--- src/assert_macros.svh ---
`ifndef ASSERT_MACROS_SVH
`define ASSERT_MACROS_SVH

// check that pre implies post in the same cycle
`define ASSERT_IMPL(label, clk, rst_n, pre, post) \
	label: assert property (@(posedge clk) disable iff (!rst_n) (pre) |-> (post)) \
		else $error("same-cycle implication failed");

// check that pre implies post in the next cycle
`define ASSERT_NEXT(label, clk, rst_n, pre, post) \
	label: assert property (@(posedge clk) disable iff (!rst_n) (pre) |=> (post)) \
		else $error("next-cycle implication failed");

`endif

--- src/hvpc_pkg.sv ---
package hvpc_pkg;

	typedef enum logic [1:0] {
		MODE_IDLE = 2'd0,
		MODE_PRE  = 2'd1,
		MODE_RUN  = 2'd2
	} mode_t;

	localparam logic [1:0] IGN_NONE = 2'd0;
	localparam logic [1:0] IGN_ON   = 2'd1;
	localparam logic [1:0] IGN_OFF  = 2'd2;

	localparam logic [2:0] SAFE_NONE     = 3'd0;
	localparam logic [2:0] SAFE_FUSE     = 3'd1;
	localparam logic [2:0] SAFE_HEATSINK = 3'd2;
	localparam logic [2:0] SAFE_BOARD    = 3'd3;
	localparam logic [2:0] SAFE_OVERVOLT = 3'd4;
	localparam logic [2:0] SAFE_NORELAY  = 3'd5;

	localparam logic [2:0] CTRL_NONE      = 3'd0;
	localparam logic [2:0] CTRL_UNDERVOLT = 3'd1;
	localparam logic [2:0] CTRL_SHORT     = 3'd2;
	localparam logic [2:0] CTRL_OVERTIME  = 3'd3;
	localparam logic [2:0] CTRL_NOBUS     = 3'd4;

	localparam int CFG_DATA_W  = 24;
	localparam int CFG_INDEX_W = 3;

	localparam logic [CFG_INDEX_W-1:0] REG_MIN_BUS     = 3'd0;
	localparam logic [CFG_INDEX_W-1:0] REG_GAP         = 3'd1;
	localparam logic [CFG_INDEX_W-1:0] REG_MIN_PRE     = 3'd2;
	localparam logic [CFG_INDEX_W-1:0] REG_MAX_PRE     = 3'd3;
	localparam logic [CFG_INDEX_W-1:0] REG_HEATSINK    = 3'd4;
	localparam logic [CFG_INDEX_W-1:0] REG_CIRCUIT     = 3'd5;
	localparam logic [CFG_INDEX_W-1:0] REG_OV_MARGIN   = 3'd6;
	localparam logic [CFG_INDEX_W-1:0] REG_HOLDOFF     = 3'd7;

	typedef struct packed {
		logic signed [23:0] min_bus_voltage;
		logic signed [17:0] contact_gap;
		logic [19:0]        min_precharge_ticks;
		logic [19:0]        max_precharge_ticks;
		logic signed [23:0] heatsink_limit;
		logic signed [23:0] circuit_limit;
		logic signed [23:0] overvoltage_margin;
		logic [19:0]        error_holdoff;
	} cfg_t;

	typedef struct packed {
		logic [1:0]         ignition_event;
		logic [16:0]        batt_raw;
		logic [16:0]        load_raw;
		logic signed [23:0] batt_scaled;
		logic signed [23:0] load_scaled;
		logic signed [23:0] hs_temp;
		logic signed [23:0] board_temp;
		logic               contactor_fuse_ok;
	} tick_t;

	typedef struct packed {
		logic [1:0] mode_now;
		logic       mode_changed;
		logic       relay_drive;
		logic       contactor_drive;
		logic [2:0] safety_error;
		logic [2:0] control_error;
	} status_t;

	typedef struct packed {
		mode_t mode;
		logic  latch;
		logic  relay;
		logic  contactor;
	} ctl_state_t;

endpackage

--- src/hvpc_tick_if.sv ---
interface hvpc_tick_if;
	logic                valid;
	logic                ready;
	hvpc_pkg::tick_t     data;

	modport source (output valid, output data, input ready);
	modport sink (input valid, input data, output ready);
endinterface

--- src/hvpc_status_if.sv ---
interface hvpc_status_if;
	logic                valid;
	logic                ready;
	hvpc_pkg::status_t   data;

	modport source (output valid, output data, input ready);
	modport sink (input valid, input data, output ready);
endinterface

--- src/hvpc_step.sv ---
module hvpc_step #(
	parameter int TIMER_WIDTH = 21
) (
	input  hvpc_pkg::cfg_t       cfg,
	input  hvpc_pkg::tick_t      tick,
	input  hvpc_pkg::ctl_state_t state,
	input  logic [TIMER_WIDTH-1:0] pre_elapsed,
	input  logic [TIMER_WIDTH-1:0] holdoff_elapsed,
	output hvpc_pkg::ctl_state_t state_nxt,
	output logic [TIMER_WIDTH-1:0] pre_elapsed_nxt,
	output logic [TIMER_WIDTH-1:0] holdoff_elapsed_nxt,
	output hvpc_pkg::status_t    result
);

	localparam int CW = (TIMER_WIDTH > 20) ? TIMER_WIDTH : 20;
	localparam logic [TIMER_WIDTH-1:0] TMAX = {TIMER_WIDTH{1'b1}};

	logic [TIMER_WIDTH-1:0] pre_inc;
	logic [TIMER_WIDTH-1:0] hold_inc;
	logic [TIMER_WIDTH-1:0] hold_after;
	logic                   latch_upd;
	logic [2:0]             safety_raw;
	logic                   safety_fire;
	logic                   hold_pass;
	logic                   hold_pass_after;
	logic signed [24:0]     ov_sum;
	logic signed [18:0]     gap_diff;
	logic                   gap_small;
	logic                   under_batt;
	logic                   under_load;
	logic                   pre_min_done;
	logic                   pre_max_done;
	logic                   changed;
	logic [2:0]             control;

	assign pre_inc  = (pre_elapsed == TMAX) ? pre_elapsed : pre_elapsed + 1'b1;
	assign hold_inc = (holdoff_elapsed == TMAX) ? holdoff_elapsed : holdoff_elapsed + 1'b1;

	always_comb begin
		case (tick.ignition_event)
			hvpc_pkg::IGN_ON:  latch_upd = 1'b1;
			hvpc_pkg::IGN_OFF: latch_upd = 1'b0;
			default:           latch_upd = state.latch;
		endcase
	end

	assign ov_sum = $signed({tick.batt_scaled[23], tick.batt_scaled})
		+ $signed({cfg.overvoltage_margin[23], cfg.overvoltage_margin});
	assign gap_diff = $signed({2'b00, tick.batt_raw}) - $signed({2'b00, tick.load_raw});
	assign gap_small = gap_diff < $signed({cfg.contact_gap[17], cfg.contact_gap});
	assign under_batt = tick.batt_scaled < cfg.min_bus_voltage;
	assign under_load = tick.load_scaled < cfg.min_bus_voltage;
	assign pre_min_done = CW'(pre_inc) >= CW'(cfg.min_precharge_ticks);
	assign pre_max_done = CW'(pre_inc) >= CW'(cfg.max_precharge_ticks);

	always_comb begin
		if (!tick.contactor_fuse_ok) begin
			safety_raw = hvpc_pkg::SAFE_FUSE;
		end else if (tick.hs_temp > cfg.heatsink_limit) begin
			safety_raw = hvpc_pkg::SAFE_HEATSINK;
		end else if (tick.board_temp > cfg.circuit_limit) begin
			safety_raw = hvpc_pkg::SAFE_BOARD;
		end else if (ov_sum <= $signed({tick.load_scaled[23], tick.load_scaled})) begin
			safety_raw = hvpc_pkg::SAFE_OVERVOLT;
		end else if (state.contactor && !state.relay) begin
			safety_raw = hvpc_pkg::SAFE_NORELAY;
		end else begin
			safety_raw = hvpc_pkg::SAFE_NONE;
		end
	end

	assign hold_pass       = CW'(hold_inc) > CW'(cfg.error_holdoff);
	assign safety_fire     = (safety_raw != hvpc_pkg::SAFE_NONE) && hold_pass;
	assign hold_after      = safety_fire ? '0 : hold_inc;
	assign hold_pass_after = CW'(hold_after) > CW'(cfg.error_holdoff);

	always_comb begin
		state_nxt           = state;
		state_nxt.latch     = latch_upd;
		pre_elapsed_nxt     = pre_inc;
		holdoff_elapsed_nxt = hold_after;
		changed             = 1'b0;
		control             = hvpc_pkg::CTRL_NONE;
		case (state.mode)
			hvpc_pkg::MODE_IDLE: begin
				if (latch_upd) begin
					if (under_batt) begin
						control         = hvpc_pkg::CTRL_UNDERVOLT;
						state_nxt.latch = 1'b0;
					end else begin
						state_nxt.relay = 1'b1;
						pre_elapsed_nxt = '0;
						state_nxt.mode  = hvpc_pkg::MODE_PRE;
						changed         = 1'b1;
					end
				end
			end
			hvpc_pkg::MODE_PRE: begin
				if (gap_small) begin
					if (pre_min_done) begin
						state_nxt.contactor = 1'b1;
						state_nxt.mode      = hvpc_pkg::MODE_RUN;
						changed             = 1'b1;
					end else begin
						control = hvpc_pkg::CTRL_SHORT;
					end
				end else if (pre_max_done && hold_pass_after) begin
					holdoff_elapsed_nxt = '0;
					control             = hvpc_pkg::CTRL_OVERTIME;
				end
				if (!latch_upd) begin
					state_nxt.relay     = 1'b0;
					state_nxt.contactor = 1'b0;
					state_nxt.mode      = hvpc_pkg::MODE_IDLE;
					changed             = 1'b1;
				end
			end
			hvpc_pkg::MODE_RUN: begin
				if (!latch_upd || (under_batt && under_load)) begin
					state_nxt.relay     = 1'b0;
					state_nxt.contactor = 1'b0;
					state_nxt.mode      = hvpc_pkg::MODE_IDLE;
					changed             = 1'b1;
				end
				if (under_batt && under_load) begin
					control = hvpc_pkg::CTRL_NOBUS;
				end
			end
			default: begin
			end
		endcase
	end

	assign result.mode_now        = state_nxt.mode;
	assign result.mode_changed    = changed;
	assign result.relay_drive     = state_nxt.relay;
	assign result.contactor_drive = state_nxt.contactor;
	assign result.safety_error    = safety_fire ? safety_raw : hvpc_pkg::SAFE_NONE;
	assign result.control_error   = control;

endmodule

--- src/hv_precharge_controller_top.sv ---
// A tick passes through the input register (tick_s1) and then the result register (status_q)
// before its status transaction is offered.
// Throughput: one tick per cycle while status is taken; a waiting status holds the tick in
// the input register, and tick.ready drops until the status is taken.
// Reset: arst_n clears mode to idle, ignition latch, relay, contactor and both timers at once,
// and loads the configuration registers with their defaults.
module hv_precharge_controller_top #(
	parameter int TIMER_WIDTH = 21
) (
	input  logic                                clk,
	input  logic                                arst_n,
	input  logic                                wr_en,
	input  logic [hvpc_pkg::CFG_INDEX_W-1:0]    wr_index,
	input  logic [hvpc_pkg::CFG_DATA_W-1:0]     wr_data,
	hvpc_tick_if.sink                           tick,
	hvpc_status_if.source                       status
);

	`include "assert_macros.svh"

	hvpc_pkg::cfg_t         cfg_q;
	hvpc_pkg::tick_t        tick_s1;
	logic                   valid_s1;
	hvpc_pkg::status_t      status_q;
	logic                   out_valid_q;
	hvpc_pkg::ctl_state_t   state_q;
	hvpc_pkg::ctl_state_t   state_nxt;
	logic [TIMER_WIDTH-1:0] pre_q;
	logic [TIMER_WIDTH-1:0] holdoff_q;
	logic [TIMER_WIDTH-1:0] pre_nxt;
	logic [TIMER_WIDTH-1:0] holdoff_nxt;
	hvpc_pkg::status_t      result;
	logic                   adv;
	logic                   accept_in;

	assign adv          = valid_s1 && (!out_valid_q || status.ready);
	assign tick.ready   = !valid_s1 || adv;
	assign accept_in    = tick.valid && tick.ready;
	assign status.valid = out_valid_q;
	assign status.data  = status_q;

	always_ff @(posedge clk or negedge arst_n) begin
		if (!arst_n) begin
			cfg_q.min_bus_voltage     <= 24'sd0;
			cfg_q.contact_gap         <= 18'sd0;
			cfg_q.min_precharge_ticks <= 20'd0;
			cfg_q.max_precharge_ticks <= 20'd1048575;
			cfg_q.heatsink_limit      <= 24'sd8388607;
			cfg_q.circuit_limit       <= 24'sd8388607;
			cfg_q.overvoltage_margin  <= 24'sd0;
			cfg_q.error_holdoff       <= 20'd1000;
		end else if (wr_en) begin
			case (wr_index)
				hvpc_pkg::REG_MIN_BUS:   cfg_q.min_bus_voltage     <= wr_data;
				hvpc_pkg::REG_GAP:       cfg_q.contact_gap         <= wr_data[17:0];
				hvpc_pkg::REG_MIN_PRE:   cfg_q.min_precharge_ticks <= wr_data[19:0];
				hvpc_pkg::REG_MAX_PRE:   cfg_q.max_precharge_ticks <= wr_data[19:0];
				hvpc_pkg::REG_HEATSINK:  cfg_q.heatsink_limit      <= wr_data;
				hvpc_pkg::REG_CIRCUIT:   cfg_q.circuit_limit       <= wr_data;
				hvpc_pkg::REG_OV_MARGIN: cfg_q.overvoltage_margin  <= wr_data;
				hvpc_pkg::REG_HOLDOFF:   cfg_q.error_holdoff       <= wr_data[19:0];
				default: begin
				end
			endcase
		end
	end

	always_ff @(posedge clk or negedge arst_n) begin
		if (!arst_n) begin
			valid_s1 <= 1'b0;
		end else if (accept_in) begin
			valid_s1 <= 1'b1;
		end else if (adv) begin
			valid_s1 <= 1'b0;
		end
	end

	always_ff @(posedge clk) begin
		if (accept_in) begin
			tick_s1 <= tick.data;
		end
	end

	hvpc_step #(
		.TIMER_WIDTH(TIMER_WIDTH)
	) u_step (
		.cfg                 (cfg_q),
		.tick                (tick_s1),
		.state               (state_q),
		.pre_elapsed         (pre_q),
		.holdoff_elapsed     (holdoff_q),
		.state_nxt           (state_nxt),
		.pre_elapsed_nxt     (pre_nxt),
		.holdoff_elapsed_nxt (holdoff_nxt),
		.result              (result)
	);

	always_ff @(posedge clk or negedge arst_n) begin
		if (!arst_n) begin
			state_q.mode      <= hvpc_pkg::MODE_IDLE;
			state_q.latch     <= 1'b0;
			state_q.relay     <= 1'b0;
			state_q.contactor <= 1'b0;
			pre_q             <= '0;
			holdoff_q         <= '0;
			out_valid_q       <= 1'b0;
		end else if (adv) begin
			state_q     <= state_nxt;
			pre_q       <= pre_nxt;
			holdoff_q   <= holdoff_nxt;
			out_valid_q <= 1'b1;
		end else if (status.ready) begin
			out_valid_q <= 1'b0;
		end
	end

	always_ff @(posedge clk) begin
		if (adv) begin
			status_q <= result;
		end
	end

	`ASSERT_IMPL(a_contactor_in_run, clk, arst_n, state_q.contactor, state_q.mode == hvpc_pkg::MODE_RUN)
	`ASSERT_IMPL(a_relay_not_idle, clk, arst_n, state_q.relay, state_q.mode != hvpc_pkg::MODE_IDLE)
	`ASSERT_NEXT(a_holdoff_restart, clk, arst_n, adv && (result.safety_error != hvpc_pkg::SAFE_NONE), holdoff_q == '0)
	`ASSERT_NEXT(a_precharge_restart, clk, arst_n, adv && (state_q.mode == hvpc_pkg::MODE_IDLE) && (state_nxt.mode == hvpc_pkg::MODE_PRE), pre_q == '0)

endmodule
--- src/flat_wrapper.sv ---
// flat-port wrapper written by rule: the top's interface ports become plain ports
module hv_precharge_controller_top_flat 
#(
	parameter int TIMER_WIDTH = 21
)
  (clk, arst_n, wr_en, wr_index, wr_data, tick_valid, tick_data, tick_ready, status_valid, status_data, status_ready);
  hvpc_tick_if tick_i ();
  hvpc_status_if status_i ();
  input  logic clk;
  input  logic arst_n;
  input  logic wr_en;
  input  logic [hvpc_pkg::CFG_INDEX_W-1:0] wr_index;
  input  logic [hvpc_pkg::CFG_DATA_W-1:0] wr_data;
  input wire logic [$bits(tick_i.valid)-1:0] tick_valid;
  input wire logic [$bits(tick_i.data)-1:0] tick_data;
  output wire logic [$bits(tick_i.ready)-1:0] tick_ready;
  output wire logic [$bits(status_i.valid)-1:0] status_valid;
  output wire logic [$bits(status_i.data)-1:0] status_data;
  input wire logic [$bits(status_i.ready)-1:0] status_ready;
  assign tick_i.valid = tick_valid;
  assign tick_i.data = tick_data;
  assign tick_ready = tick_i.ready;
  assign status_valid = status_i.valid;
  assign status_data = status_i.data;
  assign status_i.ready = status_ready;
  hv_precharge_controller_top #(.TIMER_WIDTH(TIMER_WIDTH)) u_core (.clk(clk), .arst_n(arst_n), .wr_en(wr_en), .wr_index(wr_index), .wr_data(wr_data), .tick(tick_i), .status(status_i));
endmodule
--- config.mk ---
export PLATFORM = sky130hd
export DESIGN_NAME = hv_precharge_controller_top_flat
export DESIGN_NICKNAME = d
export VERILOG_FILES = /design/src/hvpc_pkg.sv /design/src/hvpc_tick_if.sv /design/src/hvpc_status_if.sv /design/src/hvpc_step.sv /design/src/hv_precharge_controller_top.sv /design/src/flat_wrapper.sv
export VERILOG_INCLUDE_DIRS = /design/src /design/src/src
export SDC_FILE = /design/constraint.sdc
export NUM_CORES = 1
export LEC_CHECK = 0
export BUFFER_PORTS_ARGS = -buffer_cell sky130_fd_sc_hd__buf_2
export CAP_MARGIN = 25
export CORE_MARGIN = 2
export CORE_UTILIZATION = 55
export DETAILED_ROUTE_END_ITERATION = 6
export PLACE_DENSITY = 0.77
export RECOVER_POWER = 100
export REMOVE_ABC_BUFFERS = 1
export SLEW_MARGIN = 20
export SYNTH_ARGS = -nofsm -noshare
export SYNTH_HDL_FRONTEND = slang
export SYNTH_SLANG_ARGS = --single-unit
--- constraint.sdc ---
create_clock -name clk -period 6 [get_ports clk]
set_input_delay 1.2 -clock clk [delete_from_list [all_inputs] [get_ports clk]]
set_output_delay 1.2 -clock clk [all_outputs]
set_load 0.005 [all_outputs]
==> metrics.csv <==
metric;value;unit
status;finished, violations left;
violations;max-capacitance violations, max-slew violations, negative setup slack;
synth_flop_cell;dfrtp_1;
clock_skew;34.36;ps
grt.overflow.total;0;
rsz0062_at_grt;yes;
wl_per_cell;19.21;um
critPathMaxFanout;5;
synth_compound_area_share;13.42;%
dpl_worst_slack;-693.1;ps
cts_tree;yes;
antenna_found_initial;5;
grt_first_pass_wirelength;87.15;mm
die_area;40210;um2
ys_seq_area_share;47.05;%
synth_top_area_share;20.35;%
max_freq;152.0;MHz
die_w;200.5;um
drcViolationCount;0;
highest_layer;met5;
power.switching;0.002764;W
synth_top_family_by_area;adder cells;
die_y;200.5;um
crit_buf_inv;1;
p_leak;11.64;nW
syn_area;21240;um2
hold_viol;0;
grt_use_total;27.30;%
cts_made_buffers;40;
drv_cap;8;
crit_slowest_cell;a2111o_1;
crit_family;compound AO/OA/AOI/OAI gates;
slew_viol_final;431;
grt_max_degree;165;
critPathArrivalTime;7040;ps
synthMostInstantiatedCell;ha_1;
synthXorXnorAreaFrac;2.680;%
met3WireLength;3.233;mm
path_clk_slew;60;ps
viasPerCell;5.741;
fill_cells;2913;
synthSimpleGateAreaFrac;11.03;%
yosys.area.top_type;edfxtp_1;
synthArstFlopShare;60.76;%
setup.worst_path.start_class;flip-flop;
dr.pass1.iters;5;
crit_type;reg2reg;
cts.sinks;367;
pwr-share-clk;30.0;%
clockBufferDepth;3;
synth_warnings;0;
yosys-top-cells-area;edfxtp_1, dfrtp_1, ha_1;
wl_met2;25.88;mm
setup_ws;-579.2;ps
cpPeakStageDelay;470;ps
hold_class;reg2reg;
ant_nets;0;
area_growth_syn_to_layout;18.69;%
clk_latency;590;ps
seq_power_share;38.1;%
setup_viol;22;
place.gp.congestion;0.9087;
h-tree-depth;2;
rows;71;
required;6460;ps
endpoint_kind;flip-flop;
yosys.cell_types.count;77;
syn_avg_cell_area;10.61;um2
worst_pin_slew;4694;ps
synthAdderAreaFrac;15.74;%
hold_ws;498.8;ps
totalWireLength;54.74;mm
ios;178;
core-area;37840;um2
ctsRootBufferMaster;clkbuf_16;
drive_above_1_share;24.25;%
grt_pass1_vias;16540;
power_frac_comb;31.9;%
synth_edf_count;144;
p_int;0.005861;W
synthMuxAreaShare;5.077;%
finalNetCount;2738;
synth-seq-cells;367;
min_period;6579;ps
dp_hpwl;39.62;mm
synth_cells;2003;
final.period_utilization;109.7;%
vdd_drop_max;247.6;uV
synthTopCellsByCount;ha_1, inv_1, nand2_1;
swShare;32.05;%
final_core_util;66.63;%
relSlewSlack;-213.0;%
vias;16360;
initial_core_util;56.14;%
drtIter0Drc;1245;
power;0.008626;W
powerDensity;342.1;nW/um2
wl_met1;24.00;mm
numPortBuffers;177;
-- area by class of cell --
class / instances / area, um2 / area share [%]
multi-input cells: 1358 / 10510 / 41.67
flip-flops and latches: 367 / 9995 / 39.64
repair buffers: 300 / 1783 / 7.071
clock buffers: 52 / 1087 / 4.312
inverters: 240 / 900.9 / 3.573
well taps: 511 / 639.4 / 2.536
clock inverters: 21 / 299.0 / 1.186
diodes: 1 / 2.502 / 0.009925
-- flip-flops by register name (all words and copies together) (netlist names) --
| register | cells |
|---|---|
| u_core.cfg_q | 174 |
| u_core.tick_s1 | 133 |
| u_core.holdoff_q | 21 |
| u_core.pre_q | 21 |
| u_core.status.data | 11 |
| u_core.state_q | 5 |
| u_core.status.valid | 1 |
| u_core.valid_s1 | 1 |
-- power by group through the flow --
stage          logic [W]  registers, W  clock network (W)
2_1_floorplan    0.00174       0.00326                  0
3_3_place_gp     0.00244       0.00329                  0
3_5_place_dp     0.00256       0.00331                  0
4_1_cts          0.00266       0.00327            0.00263
5_1_grt          0.00306       0.00332            0.00274
6_report         0.00275       0.00328            0.00259
-- cell usage in the layout (no fill, tap or decap), drive strengths merged, types with 6 or more instances in the layout --
cell	count
a211oi	15
a21boi	6
a21o	49
a21oi	80
a31oi	12
and2	13
and3	12
buf	271
bufinv	6
clkbuf	81
clkinv	9
dfrtp	151
dfstp	72
edfxtp	144
ha	264
inv	241
mux2	94
nand2	185
nand2b	15
nand3	44
nand4	48
nor2	84
nor2b	23
nor3	30
nor4	6
o211ai	11
o21a	25
o21ai	165
o21bai	8
o22ai	9
o31ai	10
xnor2	48
xor2	17
-- cells by family (layout without fill, tap and decap cells) --
| kind of cell | Yosys count | in the layout |
|---|---|---|
| other | 0 | 1 |
| buffers and inverters | 281 | 613 |
| adder cells (fa/ha/maj) | 266 | 266 |
| multiplexers | 96 | 96 |
| flip-flops | 367 | 367 |
| XOR/XNOR | 65 | 65 |
| AO/OA/AOI/OAI | 444 | 444 |
| AND/OR/NAND/NOR | 484 | 487 |
-- routing by layer --
metal | track usage (%) | vias to the layer above
met2 | 45.82 | 518
met5 | 0 | -
met4 | 9.074 | 6
li1 | - | 7774
met3 | 4.675 | 110
met1 | 36.03 | 7953
-- through the flow --
| step | instances | cell area [um2] | setup TNS [ps] |
|---|---|---|---|
| after global routing | 2849 | 25210 | -79170 |
| after floorplan | 1962 | 21080 | -12710 |
| final | 2850 | 25210 | -10790 |
| after detailed placement | 2754 | 23450 | -12940 |
| after global placement | 2753 | 23440 | -10250 |
| after CTS | 2836 | 25040 | -8316 |
-- what timing repair did --
action	4_1_cts	5_1_grt
pin swaps	29	36
hold buffers	0	0
resized for setup	31	31
setup endpoints to repair	22	22
cloned	2	1
buffers inserted	7	11
-- final timing paths --
path / from / endpoint / slack [ps] / cells past startpoint
worst max-delay path: u_core.tick_s1[77] / u_core.holdoff_q[0] / -580 / 29
worst min-delay path: u_core.valid_s1 / u_core.status.valid / 500 / 1
worst max register to register: u_core.tick_s1[77] / u_core.holdoff_q[0] / -580 / 29
worst min register to register: u_core.valid_s1 / u_core.status.valid / 500 / 1
max in group asynchronous: arst_n / u_core.pre_q[19] / 430 / 2
min in group asynchronous: arst_n / u_core.cfg_q[169] / 1770 / 1
Power figures use the tool's default switching activity.
